## config.mk

```make
export PLATFORM = sky130hd
export DESIGN_NAME = horspool_substring_search
export DESIGN_NICKNAME = d
export VERILOG_FILES = /design/src/hw/rtl/hss_pkg.sv /design/src/hw/rtl/horspool_substring_search.sv /design/src/hw/rtl/hss_match_unit.sv /design/src/hw/rtl/hss_seq.sv
export SDC_FILE = /design/constraint.sdc
export NUM_CORES = 1
export LEC_CHECK = 0
export ABC_AREA = 1
export BUFFER_PORTS_ARGS = -buffer_cell sky130_fd_sc_hd__clkbuf_2
export CORE_UTILIZATION = 60
export DETAILED_ROUTE_END_ITERATION = 10
export GPL_ROUTABILITY_DRIVEN = 0
export PLACE_DENSITY = 0.79
export SYNTH_ARGS = -nofsm -noshare
export SYNTH_HDL_FRONTEND = slang
export SYNTH_SLANG_ARGS = --single-unit
```

## constraint.sdc

```tcl
create_clock -name i_clk -period 5.02 [get_ports i_clk]
set_clock_uncertainty 0.15 [all_clocks]
set_input_delay 0.251 -clock i_clk [delete_from_list [all_inputs] [get_ports i_clk]]
set_output_delay 0.251 -clock i_clk [all_outputs]
set_load 0.02 [all_outputs]
```

## src/hw/rtl/hss_pkg.sv

```systemverilog
`timescale 1ns / 1ps

package hss_pkg;

    // defaults for the top-level parameters
    localparam int PATTERN_MAX_DEF    = 16;
    localparam int POSITION_WIDTH_DEF = 32;

    // pattern storage is fixed by the two 64-bit pattern registers
    localparam int PAT_BYTES  = 16;
    localparam int PAT_IDX_W  = 4;
    localparam int PAT_BITS   = 8 * PAT_BYTES;
    localparam int LEN_W      = 5;

    // configuration port
    localparam int CFG_ADDR_W = 5;
    localparam int CFG_DATA_W = 64;

    typedef enum logic [1:0] {
        REG_PATTERN_LOW,
        REG_PATTERN_HIGH,
        REG_PATTERN_LENGTH
    } t_reg_idx;

    typedef enum logic [1:0] {
        ST_IDLE,
        ST_COMPARE,
        ST_SHIFT
    } t_state;

    // operand select for the shared byte comparator
    typedef struct packed {
        logic [PAT_IDX_W-1:0] hist_idx;
        logic [PAT_IDX_W-1:0] pat_idx;
    } t_cmp_sel;

endpackage

```

## src/hw/rtl/horspool_substring_search.sv

```systemverilog
`timescale 1ns / 1ps

// Horspool substring search over a byte stream. Text bytes enter one item at
// a time on the input channel; first_of_text restarts position counting and
// puts the first window end at the pattern length. A byte that does not end
// an alignment window is taken without stalling the input. A byte that ends a
// window is accepted, then compared right to left against the pattern one
// byte at a time, each comparison emitting one result item (position,
// last_of_window) as the output register frees up, then the pattern is
// scanned for the window's last byte to find the bad-character shift. Both
// scans run through the same single byte comparator; the input is stalled
// meanwhile. Output stalls stretch the comparison phase. Positions saturate
// at the maximum of POSITION_WIDTH bits. Pattern bytes and length are written
// over the APB-style port (64-bit data, registers at byte addresses 0, 8 and
// 16); the user must write them only while the block is idle, which the
// block itself does not enforce.

module horspool_substring_search #(
    parameter int PATTERN_MAX    = hss_pkg::PATTERN_MAX_DEF,
    parameter int POSITION_WIDTH = hss_pkg::POSITION_WIDTH_DEF
) (
    input  logic                            i_clk,
    input  logic                            i_rst_n,

    // text item channel
    input  logic                            i_in_valid,
    output logic                            o_in_stall,
    input  logic [7:0]                      i_text_byte,
    input  logic                            i_first_of_text,

    // result item channel
    output logic                            o_out_valid,
    input  logic                            i_out_stall,
    output logic [POSITION_WIDTH-1:0]       o_position,
    output logic                            o_last_of_window,

    // configuration port
    input  logic                            psel,
    input  logic                            penable,
    input  logic                            pwrite,
    input  logic [hss_pkg::CFG_ADDR_W-1:0]  paddr,
    input  logic [hss_pkg::CFG_DATA_W-1:0]  pwdata,
    output logic [hss_pkg::CFG_DATA_W-1:0]  prdata,
    output logic                            pready
);

    localparam int LW = hss_pkg::LEN_W;

    logic [63:0]    r_pattern_low;
    logic [63:0]    r_pattern_high;
    logic [LW-1:0]  r_pattern_length;

    hss_pkg::t_reg_idx reg_idx;
    logic              cfg_write;
    logic [LW-1:0]     active_len;

    assign pready    = 1'b1;
    assign reg_idx   = hss_pkg::t_reg_idx'(paddr[4:3]);
    assign cfg_write = psel && penable && pwrite;

    // register writes, 8-byte stride
    always_ff @(posedge i_clk) begin
        if (!i_rst_n) begin
            r_pattern_low    <= '0;
            r_pattern_high   <= '0;
            r_pattern_length <= LW'(1);
        end else if (cfg_write) begin
            unique case (reg_idx)
                hss_pkg::REG_PATTERN_LOW:    r_pattern_low    <= pwdata;
                hss_pkg::REG_PATTERN_HIGH:   r_pattern_high   <= pwdata;
                hss_pkg::REG_PATTERN_LENGTH: r_pattern_length <= pwdata[LW-1:0];
                default: begin
                end
            endcase
        end
    end

    // register read back
    always_comb begin
        unique case (reg_idx)
            hss_pkg::REG_PATTERN_LOW:    prdata = r_pattern_low;
            hss_pkg::REG_PATTERN_HIGH:   prdata = r_pattern_high;
            hss_pkg::REG_PATTERN_LENGTH: prdata = hss_pkg::CFG_DATA_W'(r_pattern_length);
            default:                     prdata = '0;
        endcase
    end

    // length zero acts as one, lengths past the pattern capacity are clipped
    always_comb begin
        priority if (r_pattern_length == '0) begin
            active_len = LW'(1);
        end else if (r_pattern_length > LW'(PATTERN_MAX)) begin
            active_len = LW'(PATTERN_MAX);
        end else begin
            active_len = r_pattern_length;
        end
    end

    hss_seq #(
        .PATTERN_MAX    (PATTERN_MAX),
        .POSITION_WIDTH (POSITION_WIDTH)
    ) u_seq (
        .i_clk            (i_clk),
        .i_rst_n          (i_rst_n),
        .i_in_valid       (i_in_valid),
        .o_in_stall       (o_in_stall),
        .i_text_byte      (i_text_byte),
        .i_first_of_text  (i_first_of_text),
        .o_out_valid      (o_out_valid),
        .i_out_stall      (i_out_stall),
        .o_position       (o_position),
        .o_last_of_window (o_last_of_window),
        .i_pattern        ({r_pattern_high, r_pattern_low}),
        .i_len            (active_len)
    );

endmodule

```

## src/hw/rtl/hss_match_unit.sv

```systemverilog
`timescale 1ns / 1ps

module hss_match_unit #(
    parameter int PATTERN_MAX = hss_pkg::PATTERN_MAX_DEF
) (
    input  logic [hss_pkg::PAT_BITS-1:0] i_pattern,
    input  logic [7:0]                   i_history [PATTERN_MAX],
    input  hss_pkg::t_cmp_sel            i_sel,
    output logic                         o_equal
);

    localparam int IDX_W = (PATTERN_MAX > 1) ? $clog2(PATTERN_MAX) : 1;

    logic [7:0] hist_byte;
    logic [7:0] pat_byte;

    // one history byte against one pattern byte
    assign hist_byte = i_history[i_sel.hist_idx[IDX_W-1:0]];
    assign pat_byte  = i_pattern[i_sel.pat_idx * 8 +: 8];
    assign o_equal   = (hist_byte == pat_byte);

endmodule

```

## src/hw/rtl/hss_seq.sv

```systemverilog
`timescale 1ns / 1ps

module hss_seq #(
    parameter int PATTERN_MAX    = hss_pkg::PATTERN_MAX_DEF,
    parameter int POSITION_WIDTH = hss_pkg::POSITION_WIDTH_DEF
) (
    input  logic                          i_clk,
    input  logic                          i_rst_n,
    input  logic                          i_in_valid,
    output logic                          o_in_stall,
    input  logic [7:0]                    i_text_byte,
    input  logic                          i_first_of_text,
    output logic                          o_out_valid,
    input  logic                          i_out_stall,
    output logic [POSITION_WIDTH-1:0]     o_position,
    output logic                          o_last_of_window,
    input  logic [hss_pkg::PAT_BITS-1:0]  i_pattern,
    input  logic [hss_pkg::LEN_W-1:0]     i_len
);

    localparam int IDX_W = (PATTERN_MAX > 1) ? $clog2(PATTERN_MAX) : 1;
    localparam int LW    = hss_pkg::LEN_W;
    localparam int PW    = hss_pkg::PAT_IDX_W;

    hss_pkg::t_state r_state, n_state;

    logic [7:0]                r_hist [PATTERN_MAX];
    logic [7:0]                n_hist [PATTERN_MAX];
    logic [POSITION_WIDTH-1:0] r_pos, n_pos;
    logic [LW-1:0]             r_btwe, n_btwe;
    logic [IDX_W-1:0]          r_i, n_i;
    logic [LW-1:0]             r_d, n_d;
    logic [LW-1:0]             r_len, n_len;
    logic                      r_out_valid, n_out_valid;
    logic [POSITION_WIDTH-1:0] r_out_pos, n_out_pos;
    logic                      r_out_last, n_out_last;

    hss_pkg::t_cmp_sel         cmp_sel;
    logic                      cmp_equal;
    logic [LW-1:0]             eff_btwe;
    logic [POSITION_WIDTH-1:0] i_ext;
    logic [POSITION_WIDTH-1:0] cmp_pos;
    logic                      is_last;

    hss_match_unit #(
        .PATTERN_MAX (PATTERN_MAX)
    ) u_match (
        .i_pattern (i_pattern),
        .i_history (r_hist),
        .i_sel     (cmp_sel),
        .o_equal   (cmp_equal)
    );

    assign o_in_stall       = (r_state != hss_pkg::ST_IDLE);
    assign o_out_valid      = r_out_valid;
    assign o_position       = r_out_pos;
    assign o_last_of_window = r_out_last;

    // position of the byte under comparison, floored at zero
    assign i_ext   = POSITION_WIDTH'(r_i);
    assign cmp_pos = (r_pos > i_ext) ? (r_pos - i_ext) : '0;
    assign is_last = !cmp_equal || (LW'(r_i) == LW'(r_len - LW'(1)));
    assign eff_btwe = i_first_of_text ? i_len : r_btwe;

    always_comb begin
        n_state     = r_state;
        n_hist      = r_hist;
        n_pos       = r_pos;
        n_btwe      = r_btwe;
        n_i         = r_i;
        n_d         = r_d;
        n_len       = r_len;
        n_out_valid = r_out_valid;
        n_out_pos   = r_out_pos;
        n_out_last  = r_out_last;

        if (r_out_valid && !i_out_stall) begin
            n_out_valid = 1'b0;
        end

        unique case (r_state)
            hss_pkg::ST_COMPARE: begin
                cmp_sel.hist_idx = PW'(r_i);
                cmp_sel.pat_idx  = PW'(LW'(r_len - LW'(1) - LW'(r_i)));
            end
            hss_pkg::ST_SHIFT: begin
                cmp_sel.hist_idx = '0;
                cmp_sel.pat_idx  = PW'(LW'(r_len - LW'(1) - r_d));
            end
            default: begin
                cmp_sel.hist_idx = PW'(r_i);
                cmp_sel.pat_idx  = PW'(LW'(r_len - LW'(1) - LW'(r_i)));
            end
        endcase

        unique case (r_state)
            hss_pkg::ST_IDLE: begin
                if (i_in_valid) begin
                    n_hist[0] = i_text_byte;
                    for (int k = 1; k < PATTERN_MAX; k++) begin
                        n_hist[k] = r_hist[k-1];
                    end
                    if (i_first_of_text) begin
                        n_pos = POSITION_WIDTH'(1);
                    end else if (r_pos != '1) begin
                        n_pos = r_pos + POSITION_WIDTH'(1);
                    end
                    if (eff_btwe > LW'(1)) begin
                        n_btwe = eff_btwe - LW'(1);
                    end else begin
                        n_btwe  = eff_btwe;
                        n_len   = i_len;
                        n_i     = '0;
                        n_state = hss_pkg::ST_COMPARE;
                    end
                end
            end
            hss_pkg::ST_COMPARE: begin
                // one comparison per free output slot, right to left
                if (!r_out_valid || !i_out_stall) begin
                    n_out_valid = 1'b1;
                    n_out_pos   = cmp_pos;
                    n_out_last  = is_last;
                    if (is_last) begin
                        n_d     = LW'(1);
                        n_state = hss_pkg::ST_SHIFT;
                    end else begin
                        n_i = r_i + IDX_W'(1);
                    end
                end
            end
            hss_pkg::ST_SHIFT: begin
                // rightmost occurrence of the window's last byte in pattern[0..L-2]
                if (r_d >= r_len) begin
                    n_btwe  = r_len;
                    n_state = hss_pkg::ST_IDLE;
                end else if (cmp_equal) begin
                    n_btwe  = r_d;
                    n_state = hss_pkg::ST_IDLE;
                end else begin
                    n_d = r_d + LW'(1);
                end
            end
            default: begin
                n_state = hss_pkg::ST_IDLE;
            end
        endcase
    end

    always_ff @(posedge i_clk) begin
        if (!i_rst_n) begin
            r_state     <= hss_pkg::ST_IDLE;
            r_pos       <= '0;
            r_btwe      <= '0;
            r_out_valid <= 1'b0;
            for (int k = 0; k < PATTERN_MAX; k++) begin
                r_hist[k] <= '0;
            end
        end else begin
            r_state     <= n_state;
            r_pos       <= n_pos;
            r_btwe      <= n_btwe;
            r_out_valid <= n_out_valid;
            r_hist      <= n_hist;
        end
    end

    always_ff @(posedge i_clk) begin
        r_i        <= n_i;
        r_d        <= n_d;
        r_len      <= n_len;
        r_out_pos  <= n_out_pos;
        r_out_last <= n_out_last;
    end

endmodule
```

==> flow_summary.ini <==
[run_status]
status = finished clean

[clocking]
tritoncts = yes
htree_levels = 2
postCtsSetupBuffers = 0
clkSinkCount = 348
cts.clk_slew.worst_paths_ns = 0.06
ctsResizeCount = 0
clk_latency_ns = 0.53
clock_path_buffers = 3
root_buffer = clkbuf_16
numCtsBuffers = 38

[global_route]
antenna_found_initial = 0
grt_usage = 0.324
grt_pass1_wl_um = 82100
grt_max_degree = 150
grt_pass1_vias = 16600
grt_overflow_total = 0

[synth]
synthesis.area_um2 = 17900
yosysSeqAreaShare = 0.416
yosysTopAreaCell = dfxtp_1
synthArstFlopShare = 0
synth.distinct_cells = 43
synth_edf_count = 47
synth_commonest_cells = nor2_1 (629), nand2_1 (501), o21ai_0 (308)
synth_cells = 2652
synth_nets = 2757
synth_area_per_cell_um2 = 6.73
yosysMostFrequentCell = nor2_1
synth.area.top_cells = dfxtp_1 (34%), nor2_1 (13%), nand2_1 (11%)
ys_ff_latch = 348
ys_warn_count = 0
ys.flop_type = dfxtp_1
synth.top_cell.area_share = 0.337

[sta]
max-slew-margin-rel = 0.241
finalHoldViolations = 0
tightestPinTransition_ns = 1.14
fin_hold_ws_ns = 0.159
slew_viol_final = 0
fin_crit_sh = 0.840
fmax_mhz = 237
rsz0062_at_grt = no
tns_ns = 0
setup_viol_count_final = 0
period_minus_slack_ns = 4.22

[critical_path]
rrSetupSlack_ns = 0.80
worst_setup_path_end_kind = register
rr_endpoint = u_seq.r_d[2]$_SDFFCE_PN0P_
crit_required_ns = 5.02
worstReg2RegStart = u_seq.r_state[1]$_SDFFE_PN0P_
worstSetupPathType = reg2reg
cp-start-kind = register
critPathArrivalTime_ns = 4.22
cp_max_fo = 30
r2r_cells = 22

[placement]
hpwl_um = 30900
dp.cells = 3073
io_buffers = 180

[pwr]
cellPowerDensity_nw_per_um2 = 658
comb_power_share = 0.511
switching_share = 0.459
leakagePower_nw = 9.31
p_int_w = 0.00741
power_w = 0.0137
power.share.sequential = 0.276
clkPwrFrac = 0.212
ir_drop_mv = 0.674
p_sw_w = 0.00628

[die]
fp.dieW_um = 175
die_h_um = 175
num_rows = 62
io_pins = 185
start_util = 0.615
core_um2 = 29000
fp.dieArea_um2 = 30500

[detailed_routing]
drt_first_pass_iters = 6
ant_nets = 0
routed_wirelength_um = 50500
routedWlPerCell_um = 15.7
drt_iter0_drc = 1966
via_count = 18400
drc = 0
viasPerCell = 5.73

[worst_hold_path]
hold_path.startpoint = i_first_of_text
whs_path_depth = 4
holdCritPathClass = in2reg
worst_hold_path.endpoint = u_seq.r_pos[26]$_SDFFE_PN0P_

[layout]
multi_input_area_um2 = 9200
nNetsFinal = 2907
area_delta_synth_final_pct = 16.6
nFillCells = 2376
seq_area_um2 = 7440
final_cells = 3214
final_layout_size_suffix_gt1_frac = 0.104

[job]
cap_violations = 0
[worst max-delay path: stages (launching register included)]
cell and delay, ns:
dfxtp_1 0.46, inv_2 0.09, nor2_2 0.18, nand2_1 0.09, nand2_1 0.07, ha_2 0.21, fa_1 0.46, inv_1 0.08
buf_4 0.33, nand3_1 0.20, nand2_1 0.17, nand2_1 0.07, nand2_1 0.09, inv_1 0.05, nand2_1 0.06, nand2_1 0.05
nand2_1 0.06, nand2_1 0.06, nand2_1 0.07, nor2_1 0.06, nand2_1 0.08, nand2_2 0.17, a21oi_1 0.52
[kinds of logic after synthesis]
kind of cell,count (synthesis),share of synthesized area
buffers and inverters,320,0.0714
other,1,0.000210
AOI/OAI and AO/OA,468,0.146
xor gates and xnor gates,30,0.0151
and+or+nand+nor,1465,0.336
adders and majority gates,20,0.0149
DFF,348,0.416
[worst max-delay path by stage]
stage,start,end,cells past startpoint
floorplan,u_seq.r_state[0]$_SDFFE_PN0P_,u_seq.r_d[0]$_SDFFCE_PN1P_,25
global placement,u_seq.r_state[1]$_SDFFE_PN0P_,u_seq.r_d[0]$_SDFFCE_PN1P_,22
detailed placement,u_seq.r_state[1]$_SDFFE_PN0P_,u_seq.r_d[1]$_SDFFCE_PN0P_,22
CTS,u_seq.r_state[1]$_SDFFE_PN0P_,u_seq.r_d[1]$_SDFFCE_PN0P_,22
global route,u_seq.r_i[2]$_SDFFCE_PN0P_,u_seq.r_d[1]$_SDFFCE_PN0P_,22
finish,u_seq.r_state[1]$_SDFFE_PN0P_,u_seq.r_d[2]$_SDFFCE_PN0P_,22
[stage by stage]
step                      cell area [um^2]  setup WS, ns  utilization
after floorplan                      17900         0.981            -
after global placement               18800          1.01        0.648
after detailed placement             18800         0.910        0.648
after CTS                            20800         0.886        0.717
after global routing                 20800         0.498        0.717
final                                20800         0.805        0.717
[metal layers]
| metal | global-route usage | part of all wire |
|---|---|---|
| met5 | 0 | 0 |
| met4 | 0.123 | 0.032 |
| met3 | 0.0623 | 0.088 |
| met2 | 0.526 | 0.46 |
| met1 | 0.426 | 0.42 |
[cell type report]
cell class,count,share of cell area
Antenna cell,1,0.000120
Multi-Input combinational cell,1984,0.442
Clock inverter,10,0.00745
Tap cell,384,0.0231
Timing Repair Buffer,278,0.0877
Inverter,152,0.0275
Sequential cell,348,0.357
Clock buffer,57,0.0547
[state kept, by name, summed over array words and instances, names as in the netlist]
signal	flops
u_seq.r_hist	128
u_seq.r_btwe	5
u_seq.o_out_valid	1
r_pattern_length	5
r_pattern_low	64
u_seq.r_d	5
r_pattern_high	64
u_seq.o_position	32
u_seq.r_i	4
u_seq.r_len	5
u_seq.r_state	2
u_seq.r_pos	32
u_seq.o_last_of_window	1
[cell usage in the layout, fill, tap and decap left out, drive strengths merged]
master / Yosys / layout
nor3b: 1 / 1
inv: 150 / 152
o21a: 2 / 2
dfxtp: 301 / 301
or3: 1 / 1
edfxtp: 47 / 47
a21oi: 82 / 82
nand2: 509 / 509
a22o: 54 / 54
conb: 1 / 1
clkinv: 2 / 6
fa: 2 / 2
diode: 0 / 1
o311ai: 1 / 1
nand3: 244 / 244
a21boi: 1 / 1
o211ai: 7 / 7
clkbuf: 132 / 236
nand3b: 6 / 6
o21ai: 309 / 309
nand4: 17 / 17
xnor2: 9 / 9
ha: 18 / 18
nor3: 43 / 43
bufinv: 0 / 4
xor2: 21 / 21
a211oi: 2 / 2
or2: 3 / 3
buf: 36 / 26
dlygate4sd3: 0 / 73
nor2: 631 / 631
a31oi: 3 / 3
o22ai: 4 / 4
a2bb2oi: 3 / 3
nor4: 10 / 10
[power groups by stage]
stage	Sequential (W)	Combinational [W]	Clock [W]
2_1_floorplan	0.00390	0.00503	0
3_3_place_gp	0.00381	0.00671	0
3_5_place_dp	0.00383	0.00683	0
4_1_cts	0.00378	0.00692	0.00293
5_1_grt	0.00385	0.00785	0.00303
6_report	0.00378	0.00700	0.00290
[repair_timing]
action | 4_1_cts | 5_1_grt
endpoints found under the setup margin | 0 | 0
hold buffers | 73 | 0
hold endpoints to repair | 142 | 0
Power figures use the tool's default switching activity.
